## src/design/hmf_pkg.sv

```systemverilog
// Package for the frame median block: widths, saturation limit, state codes
// and the control bundle that drives the histogram walker.
// No dependencies; every other file of the block imports it.
package hmf_pkg;

    localparam int BIN_COUNT        = 256;
    localparam int BIN_AW           = $clog2(BIN_COUNT);
    localparam int PIX_W            = 8;
    localparam int CNT_W            = 23;
    // A running sum over all bins needs room for BIN_COUNT full bins.
    localparam int ACC_W            = CNT_W + BIN_AW;
    localparam int MAX_FRAME_PIXELS = 4194304;
    localparam int STATE_MAX        = (2 ** CNT_W) - 1;

    localparam logic [CNT_W-1:0] SAT_LIMIT =
        (MAX_FRAME_PIXELS > STATE_MAX) ? CNT_W'(STATE_MAX) : CNT_W'(MAX_FRAME_PIXELS);

    localparam logic [BIN_AW-1:0] BIN_LAST = BIN_AW'(BIN_COUNT - 1);
    localparam logic [PIX_W-1:0]  MEDIAN_NONE = '1;

    typedef enum logic [4:0] {
        ST_CLEAR  = 5'b00001,
        ST_IDLE   = 5'b00010,
        ST_DRAIN  = 5'b00100,
        ST_WALK   = 5'b01000,
        ST_FINISH = 5'b10000
    } state_t;

    typedef struct packed {
        logic              start;
        logic              bin_valid;
        logic [BIN_AW-1:0] bin_index;
    } walk_ctl_t;

    function automatic logic [CNT_W-1:0] sat_inc(input logic [CNT_W-1:0] v);
        logic [CNT_W-1:0] r;
        if (v >= SAT_LIMIT)
            r = SAT_LIMIT;
        else
            r = v + CNT_W'(1);
        return r;
    endfunction

endpackage

```

## src/design/hmf_walker.sv

```systemverilog
// Median search: accumulates the bins in address order and latches the first
// index whose running total reaches the target. Depends on hmf_pkg.
module hmf_walker (
    input  logic                        clk,
    input  logic                        rst_n,
    input  hmf_pkg::walk_ctl_t          ctl,
    input  logic [hmf_pkg::CNT_W-1:0]   bin_data,
    input  logic [hmf_pkg::CNT_W-2:0]   target,
    output logic [hmf_pkg::PIX_W-1:0]   median
);
    import hmf_pkg::*;

    logic [ACC_W-1:0] acc_reg, acc_next;
    logic             found_reg, found_next;
    logic [PIX_W-1:0] median_reg, median_next;
    logic [ACC_W-1:0] sum;

    assign sum = acc_reg + ACC_W'(bin_data);

    always_comb
    begin
        acc_next    = acc_reg;
        found_next  = found_reg;
        median_next = median_reg;
        if (ctl.start)
        begin
            acc_next    = '0;
            found_next  = 1'b0;
            median_next = MEDIAN_NONE;
        end
        else if (ctl.bin_valid)
        begin
            acc_next = sum;
            if (!found_reg && (sum >= ACC_W'(target)))
            begin
                found_next  = 1'b1;
                median_next = PIX_W'(ctl.bin_index);
            end
        end
    end

    always_ff @(posedge clk or negedge rst_n)
    begin
        if (!rst_n)
        begin
            acc_reg    <= '0;
            found_reg  <= 1'b0;
            median_reg <= '0;
        end
        else
        begin
            acc_reg    <= acc_next;
            found_reg  <= found_next;
            median_reg <= median_next;
        end
    end

    assign median = median_reg;

endmodule

```

## config.mk

```make
export PLATFORM = sky130hd
export DESIGN_NAME = hmf_walker
export DESIGN_NICKNAME = d
export VERILOG_FILES = /design/src/design/hmf_pkg.sv /design/src/design/hmf_walker.sv
export SDC_FILE = /design/constraint.sdc
export NUM_CORES = 1
export LEC_CHECK = 0
export CORE_MARGIN = 4
export CORE_UTILIZATION = 55
export DETAILED_ROUTE_END_ITERATION = 16
export DONT_BUFFER_PORTS = 1
export GPL_ROUTABILITY_DRIVEN = 0
export PLACE_DENSITY = 0.69
export RECOVER_POWER = 50
export SLEW_MARGIN = 0
export SYNTH_ARGS = -nofsm -noshare
export SYNTH_HDL_FRONTEND = slang
export SYNTH_SLANG_ARGS = --single-unit
export TNS_END_PERCENT = 50
```

## constraint.sdc

```tcl
create_clock -name clk -period 4.6 [get_ports clk]
set_input_delay 0.46 -clock clk [delete_from_list [all_inputs] [get_ports clk]]
set_output_delay 0.46 -clock clk [all_outputs]
set_load 0.01 [all_outputs]
```

==> report_table.html, run 1 <==
<table>
<tr><th>Metric</th><th>Value</th></tr>
<tr><th colspan="2">Status</th></tr>
<tr><td>Outcome</td><td>finished, violations left</td></tr>
<tr><td>Violations in the final reports</td><td>max-capacitance violations, max-slew violations</td></tr>
<tr><th colspan="2">Floorplanning</th></tr>
<tr><td>Effective utilization at floorplan</td><td>0.5652</td></tr>
<tr><td>Site Rows</td><td>31</td></tr>
<tr><td>Chip Height</td><td>94.11 um</td></tr>
<tr><td>I/O pin cnt</td><td>65</td></tr>
<tr><td>Area of the core</td><td>7214 um^2</td></tr>
<tr><td>Die footprint</td><td>8856 um^2</td></tr>
<tr><td>Die X-Extent</td><td>94.11 um</td></tr>
<tr><th colspan="2">Logic synthesis</th></tr>
<tr><td>Part of the Yosys area used for sequential elements</td><td>0.2455</td></tr>
<tr><td>Count of different cell masters after synthesis</td><td>79</td></tr>
<tr><td>Net count after synthesis</td><td>576</td></tr>
<tr><td>Post-synth ARST share</td><td>1.000</td></tr>
<tr><td>Mapped Avg Cell Area</td><td>8.621 um^2</td></tr>
<tr><td>Synth warn</td><td>0</td></tr>
<tr><td>Number of flops mapped to enable cells by yosys</td><td>0</td></tr>
<tr><td>Cell area after synthesis</td><td>4078 um^2</td></tr>
<tr><td>Cell type contributing the most total cell area after synthesis</td><td>dfrtp_1</td></tr>
<tr><td>Top_reg_cell synth</td><td>dfrtp_1</td></tr>
<tr><td>Cell types with the largest area share after synthesis</td><td>dfrtp_1 (25%), ha_1 (14%), mux2i_1 (6.9%)</td></tr>
<tr><td>Portion of synthesized cell area occupied by the leading cell type</td><td>0.2455</td></tr>
<tr><td>Cell count after synthesis</td><td>473</td></tr>
<tr><td>Total of flip-flops plus latches after synthesis</td><td>40</td></tr>
<tr><th colspan="2">Detailed routing</th></tr>
<tr><td>Final wirelength</td><td>9917 um</td></tr>
<tr><td>Drt first-iter violations</td><td>225</td></tr>
<tr><td>Detailed-route via count</td><td>3,499</td></tr>
<tr><td>Wire length per cell</td><td>17.61 um</td></tr>
<tr><td>Via-per-instance ratio</td><td>6.215</td></tr>
<tr><td>Total DRC errors in the routed layout</td><td>0</td></tr>
<tr><td>Pre-antenna DRT Iters</td><td>5</td></tr>
<tr><td>Post-route antenna net violation count</td><td>0</td></tr>
<tr><th colspan="2">Critical path</th></tr>
<tr><td>Critical path launch point type</td><td>flop</td></tr>
<tr><td>Worst setup path category</td><td>reg2reg</td></tr>
<tr><td>Largest delay share family, worst path</td><td>compound AO/OA/AOI/OAI gates</td></tr>
<tr><td>Internal reg-to-reg setup slack</td><td>190 ps</td></tr>
<tr><td>WP data arrival</td><td>4630 ps</td></tr>
<tr><td>Endpoint kind of the worst setup timing path</td><td>flop</td></tr>
<tr><td>CP Cell Sequence</td><td>ha_2 -&gt; fa_2 -&gt; a21o_1 -&gt; a221o_2 -&gt; a22oi_2 -&gt; nand2b_2 -&gt; a21o_1 -&gt; a21oi_2 -&gt; xnor2_2 -&gt; ha_1 -&gt; a21oi_1 -&gt; nor2_1 -&gt; a211oi_2 -&gt; o221ai_2 -&gt; a2111oi_4 -&gt; nand4b_1 -&gt; nor3_4 -&gt; a211oi_4 -&gt; buf_12 -&gt; mux2i_1</td></tr>
<tr><td>Master of the slowest instance on the critical path</td><td>dfrtp_1</td></tr>
<tr><td>Number of buffers and inverters on the critical path</td><td>1</td></tr>
<tr><td>Slowest cell delay on critical path</td><td>390 ps</td></tr>
<tr><td>Cell type with the highest occurrence count on the critical path</td><td>a21o_1</td></tr>
<tr><td>CP max FO</td><td>8</td></tr>
<tr><td>Worst Path Required</td><td>4820 ps</td></tr>
<tr><th colspan="2">STA</th></tr>
<tr><td>Final max-slew violation count</td><td>41</td></tr>
<tr><td>Post-route clock skew</td><td>8.057 ps</td></tr>
<tr><td>Worst-margin pin slew</td><td>2283 ps</td></tr>
<tr><td>Number of endpoints with negative hold slack in the final report</td><td>0</td></tr>
<tr><td>Relative slew slack</td><td>-0.5221</td></tr>
<tr><td>Minimum setup slack in the final design</td><td>190.0 ps</td></tr>
<tr><td>Fin crit period</td><td>4410 ps</td></tr>
<tr><td>Share of the clock period used by the worst path</td><td>0.9587</td></tr>
<tr><td>Fmax</td><td>226.8 MHz</td></tr>
<tr><td>Endpoints failing setup</td><td>0</td></tr>
<tr><td>Setup Total Neg Slack</td><td>0 ps</td></tr>
<tr><th colspan="2">Clock network</th></tr>
<tr><td>Clock transition at the register clock pins on the worst setup and hold paths after CTS</td><td>90 ps</td></tr>
<tr><td>Clock buffer depth</td><td>2</td></tr>
<tr><td>Inserted Clock Buffers</td><td>5</td></tr>
<tr><td>Number of clock sinks</td><td>40</td></tr>
<tr><td>Maximum level of the CTS H-tree</td><td>2</td></tr>
<tr><td>Cell at the root of the clock tree</td><td>clkbuf_8</td></tr>
<tr><td>CTS tree</td><td>yes</td></tr>
<tr><td>Skew-Pair Late Insertion Delay</td><td>300 ps</td></tr>
<tr><th colspan="2">Power</th></tr>
<tr><td>Total power divided by cell area</td><td>388.9 nW/um^2</td></tr>
<tr><td>Leakage power summed over all cells</td><td>1.942 nW</td></tr>
<tr><td>VDD IR max</td><td>0.1659 mV</td></tr>
<tr><th colspan="2">Place</th></tr>
<tr><td>Detailed placement HPWL</td><td>7506 um</td></tr>
<tr><td>Port bufs</td><td>0</td></tr>
<tr><td>Placed cell count</td><td>549</td></tr>
<tr><td>Setup Slack @ Placement</td><td>-25.96 ps</td></tr>
<tr><th colspan="2">Global routing</th></tr>
<tr><td>GRT Overall Usage</td><td>0.2308</td></tr>
<tr><td>Initial antenna violation count</td><td>0</td></tr>
<tr><td>Number of global-route vias before repair</td><td>3,432</td></tr>
<tr><td>Total overflow reported by the global router</td><td>0</td></tr>
<tr><td>Wire length of the first global-routing pass</td><td>16,350 um</td></tr>
<tr><td>Maximum number of pins on one net before global-route repair</td><td>49</td></tr>
<tr><th colspan="2">Final layout</th></tr>
<tr><td>Number of nets in the final layout</td><td>566</td></tr>
<tr><td>Largest register FFs</td><td>31</td></tr>
<tr><td>Ant. Diodes</td><td>0</td></tr>
<tr><td>Number of filler instances in the final layout</td><td>676</td></tr>
<tr><td>Area growth, synth to finish</td><td>5.370%</td></tr>
<tr><td>Number of standard cells in the final layout excluding fillers</td><td>563</td></tr>
<tr><td>Fraction of layout cells with a size suffix above 1</td><td>0.1315</td></tr>
<tr><th colspan="2">Min path</th></tr>
<tr><td>Min-delay worst type</td><td>in2reg</td></tr>
<tr><th colspan="2">Flow run</th></tr>
<tr><td>Maximum capacitance violations</td><td>1</td></tr>
</table>
==> cells in the final DEF (no fill, tap or decap), types with 6 or more instances in the layout <==
cell type  netlist  layout
inv_1           29      29
buf_4            1       7
dfrtp_1         40      40
xnor2_1         16      15
nand4_1         14      14
nor2_1          65      65
nand2_1         22      22
a21oi_1         37      35
a21o_1           6       6
o21ai_0         13      12
nand3_1         10      10
xor2_1          10      10
ha_1            45      43
nor3_1          10      10
mux2i_1         28      28
==> worst register-to-register path: stages, from the launching register on <==
cell	delay, ps
dfrtp_1	390
ha_2	190
fa_2	350
a21o_1	210
a221o_2	350
a22oi_2	240
nand2b_2	100
a21o_1	190
a21oi_2	170
xnor2_2	140
ha_1	270
a21oi_1	150
nor2_1	60
a211oi_2	180
o221ai_2	160
a2111oi_4	310
nand4b_1	200
nor3_4	250
a211oi_4	100
buf_12	150
mux2i_1	160
==> repair_timing <==
item                                    4_1_cts  5_1_grt
hold buffers                                  2        0
endpoints found under the setup margin        0        9
setup buffers                                 0        4
gates resized for setup                       0       16
hold endpoints to repair                     40        0
==> Yosys cell counts, types with 4 or more instances <==
library cell	instances
nor2_1	65
ha_1	45
dfrtp_1	40
a21oi_1	37
inv_1	29
mux2i_1	28
nand2_1	22
xnor2_1	16
nand4_1	14
o21ai_0	13
buf_2	12
nand3_1	10
nor3_1	10
xor2_1	10
a21o_1	6
clkbuf_1	6
a31oi_1	5
and2_1	4
clkbuf_8	4
nand4_2	4
o21ai_1	4
o221ai_1	4
or2_2	4
==> where the power goes <==
part / internal (mW) / leakage [nW] / switching (mW)
clock network: 0.164 / 0.0548 / 0.146
registers: 0.403 / 0.505 / 0.0465
logic: 0.388 / 1.38 / 0.524
==> routing by layer <==
| metal | part of all wire | global-route usage | vias to the layer above | wire length [um] |
|---|---|---|---|---|
| met5 | 0 | 0 | - | 0 |
| met4 | 0.025 | 0.05535 | 0 | 244 |
| met3 | 0.063 | 0.04327 | 22 | 627 |
| met2 | 0.48 | 0.4033 | 131 | 4782 |
| met1 | 0.43 | 0.2926 | 1651 | 4262 |
| li1 | - | - | 1695 | - |
==> worst paths after layout <==
path,startpoint,end,cells after the start
worst min-delay path,ctl[9],acc_reg[7],1
worst min register to register,acc_reg[9],acc_reg[9],1
max in group asynchronous,rst_n,acc_reg[30],2
worst max-delay path,acc_reg[0],median[0],20
min in group asynchronous,rst_n,acc_reg[8],2
worst max register to register,acc_reg[0],median[0],20
==> area by class of cell <==
cell class,instances,area (um^2),area share
well taps,99,123.9,0.02883
inverters,29,108.9,0.02533
flip-flops and latches,40,1001,0.2330
repair buffers,10,86.33,0.02009
clock inverters,3,46.29,0.01077
clock buffers,5,68.82,0.01602
multi-input cells,377,2861,0.6660
==> stage by stage <==
stage	utilization	hold slack (ps)	power, mW	area [um^2]
after floorplan	-	164.4	1.117	4078
after global placement	0.5614	165.7	1.260	4050
after detailed placement	0.5614	165.8	1.283	4050
after CTS	0.5826	202.5	1.607	4203
after global routing	0.5956	198.2	1.801	4297
final	0.5956	220.9	1.671	4297
==> logic make-up after synthesis <==
logic type | count (synthesis) | synth area share
AND/OR/NAND/NOR | 164 | 0.2114
AO/OA/AOI/OAI | 111 | 0.1961
buffers and inverters | 56 | 0.07119
adder cells (fa/ha/maj) | 46 | 0.1430
flip-flops | 40 | 0.2455
multiplexers | 30 | 0.07702
XOR/XNOR | 26 | 0.05584
Note: power is estimated with default switching activity, not from simulation.
==> run 2, diff against run 1 <==
--- a/config.mk
+++ b/config.mk
@@ -10,6 +10,7 @@
 export DETAILED_ROUTE_END_ITERATION = 16
 export DONT_BUFFER_PORTS = 1
 export GPL_ROUTABILITY_DRIVEN = 0
+export GPL_TIMING_DRIVEN = 0
 export PLACE_DENSITY = 0.69
 export RECOVER_POWER = 50
 export SLEW_MARGIN = 0
==> run 2 against run 1 <==
The run still ends with max-capacitance violations, max-slew violations left. Register-to-register slack improved by 20 ps. Die area unchanged. Worst setup slack improved by 19 ps. Clock skew hardly changed. Sequential share of layout area down 0.89 points. Critical path depth increased by 1. Clock-buffer cell count did not move. Combinational power increased by 2.4%. Sequential cell count unchanged. Utilization is 2.4 points higher. Hold slack improved by 110 ps. Wire length fell by 0.84%. Largest cell class unchanged. Largest power group unchanged.
==> report_table.html, run 2 (synthesized netlist as in run 1, its figures left out) <==
<table>
<tr><th>Metric</th><th>Value</th></tr>
<tr><th colspan="2">STA</th></tr>
<tr><td>Final max-slew violation count</td><td>41 (unchanged)</td></tr>
<tr><td>Fin crit period</td><td>4391 ps (-19.16 ps)</td></tr>
<tr><td>Endpoints failing setup</td><td>0 (unchanged)</td></tr>
<tr><td>Setup repair after global routing missed its margin</td><td>true</td></tr>
<tr><td>Fmax</td><td>227.7 MHz (+0.44%)</td></tr>
<tr><td>Number of endpoints with negative hold slack in the final report</td><td>0 (unchanged)</td></tr>
<tr><td>Share of the clock period used by the worst path</td><td>0.9545 (-0.004164)</td></tr>
<tr><td>Worst hold slack after final layout</td><td>328.5 ps (+107.6 ps)</td></tr>
<tr><td>Post-route clock skew</td><td>8.539 ps (+0.4823 ps)</td></tr>
<tr><td>Relative slew slack</td><td>-0.4756 (+0.04652)</td></tr>
<tr><td>Worst-margin pin slew</td><td>2213 ps (-69.78 ps)</td></tr>
<tr><td>Setup Total Neg Slack</td><td>0 ps (unchanged)</td></tr>
<tr><th colspan="2">Critical path</th></tr>
<tr><td>CP max FO</td><td>8 (unchanged)</td></tr>
<tr><td>Worst setup path category</td><td>reg2reg</td></tr>
<tr><td>Number of cell instances on the worst register-to-register path</td><td>21 (+5.0%)</td></tr>
<tr><td>Endpoint kind of the worst setup timing path</td><td>flop</td></tr>
<tr><td>End of the worst register-to-register path</td><td>median[5]</td></tr>
<tr><td>WP data arrival</td><td>4620 ps (about the same)</td></tr>
<tr><td>Launching point of the worst reg2reg path</td><td>acc_reg[0]</td></tr>
<tr><td>Critical path launch point type</td><td>flop</td></tr>
<tr><td>Worst Path Required</td><td>4830 ps (about the same)</td></tr>
<tr><td>Internal reg-to-reg setup slack</td><td>210 ps (+20 ps)</td></tr>
<tr><th colspan="2">Floorplanning</th></tr>
<tr><td>Die footprint</td><td>8856 um^2 (unchanged)</td></tr>
<tr><td>Site Rows</td><td>31 (unchanged)</td></tr>
<tr><td>Chip Height</td><td>94.11 um (unchanged)</td></tr>
<tr><td>Area of the core</td><td>7214 um^2 (unchanged)</td></tr>
<tr><td>Die X-Extent</td><td>94.11 um (unchanged)</td></tr>
<tr><td>Effective utilization at floorplan</td><td>0.5652 (unchanged)</td></tr>
<tr><td>I/O pin cnt</td><td>65 (unchanged)</td></tr>
<tr><th colspan="2">Global routing</th></tr>
<tr><td>Wire length of the first global-routing pass</td><td>16,530 um (+1.1%)</td></tr>
<tr><td>Maximum number of pins on one net before global-route repair</td><td>41 (-16%)</td></tr>
<tr><td>Number of global-route vias before repair</td><td>3,498 (+1.9%)</td></tr>
<tr><td>Initial antenna violation count</td><td>0 (unchanged)</td></tr>
<tr><td>Met1 layer usage reported by global route</td><td>0.3015 (+0.008942)</td></tr>
<tr><td>Most Used Layer, Global Route</td><td>met2</td></tr>
<tr><td>Global routing met2 resource utilization</td><td>0.3927 (-0.01064)</td></tr>
<tr><td>GRT Overall Usage</td><td>0.2329 (+0.002021)</td></tr>
<tr><td>Global routing usage on met3</td><td>0.04888 (+0.005609)</td></tr>
<tr><td>Total overflow reported by the global router</td><td>0 (unchanged)</td></tr>
<tr><th colspan="2">Status</th></tr>
<tr><td>Violations in the final reports</td><td>max-capacitance violations, max-slew violations</td></tr>
<tr><td>Outcome</td><td>finished, violations left</td></tr>
<tr><th colspan="2">Clock network</th></tr>
<tr><td>Skew-Pair Late Insertion Delay</td><td>300 ps (about the same)</td></tr>
<tr><td>Maximum level of the CTS H-tree</td><td>2 (unchanged)</td></tr>
<tr><td>Inserted Clock Buffers</td><td>5 (unchanged)</td></tr>
<tr><td>Clock transition at the register clock pins on the worst setup and hold paths after CTS</td><td>90 ps (about the same)</td></tr>
<tr><td>Cell at the root of the clock tree</td><td>clkbuf_8</td></tr>
<tr><td>CTS tree</td><td>yes</td></tr>
<tr><td>Number of clock sinks</td><td>40 (unchanged)</td></tr>
<tr><td>Clock buffer depth</td><td>2 (unchanged)</td></tr>
<tr><th colspan="2">Power</th></tr>
<tr><td>Total power divided by cell area</td><td>378.0 nW/um^2 (-2.8%)</td></tr>
<tr><td>VDD IR max</td><td>0.1827 mV (+10%)</td></tr>
<tr><td>Leakage power summed over all cells</td><td>2.054 nW (+5.7%)</td></tr>
<tr><td>Final Power</td><td>1.689 mW (+1.1%)</td></tr>
<tr><th colspan="2">Flow run</th></tr>
<tr><td>Maximum capacitance violations</td><td>1 (unchanged)</td></tr>
<tr><th colspan="2">Final layout</th></tr>
<tr><td>Final Core Density</td><td>0.6193 (+0.02376)</td></tr>
<tr><td>Most common library cell in the layout ignoring fill and taps</td><td>nor2_1</td></tr>
<tr><td>Largest register FFs</td><td>31 (unchanged)</td></tr>
<tr><td>Ant. Diodes</td><td>0 (unchanged)</td></tr>
<tr><td>Area growth, synth to finish</td><td>9.574%</td></tr>
<tr><td>Number of standard cells in the final layout excluding fillers</td><td>591 (+5.0%)</td></tr>
<tr><td>Fraction of layout cells with a size suffix above 1</td><td>0.1606 (+0.02910)</td></tr>
<tr><td>Number of nets in the final layout</td><td>594 (+4.9%)</td></tr>
<tr><td>Commonest cells after routing, fill and taps aside</td><td>nor2_1 (64), ha_1 (44), dfrtp_1 (40)</td></tr>
<tr><td>Number of filler instances in the final layout</td><td>673 (-0.44%)</td></tr>
<tr><th colspan="2">Detailed routing</th></tr>
<tr><td>Via-per-instance ratio</td><td>6.019 (-3.2%)</td></tr>
<tr><td>Post-route antenna net violation count</td><td>0 (unchanged)</td></tr>
<tr><td>Final wirelength</td><td>9834 um (-0.84%)</td></tr>
<tr><td>Wire length per cell</td><td>16.64 um (-5.5%)</td></tr>
<tr><td>Pre-antenna DRT Iters</td><td>5 (unchanged)</td></tr>
<tr><td>Drt first-iter violations</td><td>192 (-15%)</td></tr>
<tr><td>Total DRC errors in the routed layout</td><td>0 (unchanged)</td></tr>
<tr><td>Detailed-route via count</td><td>3,557 (+1.7%)</td></tr>
<tr><th colspan="2">Place</th></tr>
<tr><td>Placed cell count</td><td>572 (+4.2%)</td></tr>
<tr><td>Detailed placement HPWL</td><td>7677 um (+2.3%)</td></tr>
<tr><td>Port bufs</td><td>0 (unchanged)</td></tr>
<tr><th colspan="2">Min path</th></tr>
<tr><td>Worst min-delay path endpoint</td><td>median[4]</td></tr>
<tr><td>Min-delay worst type</td><td>in2reg</td></tr>
<tr><td>Launch point of the worst hold path</td><td>ctl[4]</td></tr>
<tr><td>Worst hold path depth</td><td>2 (+1)</td></tr>
</table>
-- run 2: how the worst max path moves through the flow --
| stage | slack [ps] | endpoint | depth (start not counted) | startpoint |
|---|---|---|---|---|
| after detailed placement | -330 | median[5] | 19 | bin_data[0] |
| after global routing | -20 | median[1] | 21 | acc_reg[0] |
| final | 210 | median[5] | 21 | acc_reg[0] |
| after CTS | -10 | median[5] | 20 | acc_reg[0] |
| after floorplan | 350 | median[0] | 19 | bin_data[0] |
| after global placement | -250 | median[5] | 19 | bin_data[0] |
-- run 2: report_power, final --
group / switching (mW) / internal (mW) / total (mW)
clock network: 0.145 / 0.164 / 0.309
logic: 0.536 / 0.398 / 0.934
registers: 0.0423 / 0.403 / 0.446
total: 0.724 / 0.965 / 1.69
-- run 2: per-stage QoR --
step / cell area (um^2) / worst slack [ps]
2_1_floorplan: 4078 / 353.4
3_3_place_gp: 4202 / -252.0
3_5_place_dp: 4202 / -330.0
4_1_cts: 4427 / -12.36
5_1_grt: 4468 / -20.75
6_report: 4468 / 209.2
-- run 2: what timing repair did --
item | CTS | global route
resized for setup | 7 | 7
buffers inserted | 5 | 4
cloned | 0 | 0
hold buffers | 2 | 0
hold endpoints to repair | 40 | 0
setup endpoints to repair | 9 | 9
pin swaps | 15 | 14
-- run 2: critical path, stage by stage (launching register included) --
cell and delay (ps):
dfrtp_1 390, ha_2 190, fa_2 360, a21o_1 190, a221o_2 370, a22oi_2 200
nand2b_4 90, a21o_1 170, a21oi_2 170, xnor2_2 100, ha_1 290, buf_4 100
nand4_1 210, nor2_2 190, and4b_1 200, a22oi_1 80, a21oi_1 140, nand4b_1 180
nor3_4 60, a211oi_4 280, buf_12 170, mux2i_1 180
-- run 2: layout make-up --
| type | instances | area (um^2) | area share |
|---|---|---|---|
| Multi-Input combinational cell | 377 | 2844 | 0.6365 |
| Sequential cell | 40 | 1001 | 0.2240 |
| Buffer | 27 | 181.4 | 0.04060 |
| Tap cell | 99 | 123.9 | 0.02772 |
| Inverter | 29 | 108.9 | 0.02436 |
| Timing Repair Buffer | 11 | 93.84 | 0.02100 |
| Clock buffer | 5 | 68.82 | 0.01540 |
| Clock inverter | 3 | 46.29 | 0.01036 |
-- run 2: routing by layer --
metal / wire length, um / vias to the layer above
met2: 4789 / 86
met5: 0 / -
met4: 106 / 0
met3: 503 / 13
li1: - / 1741
met1: 4436 / 1717
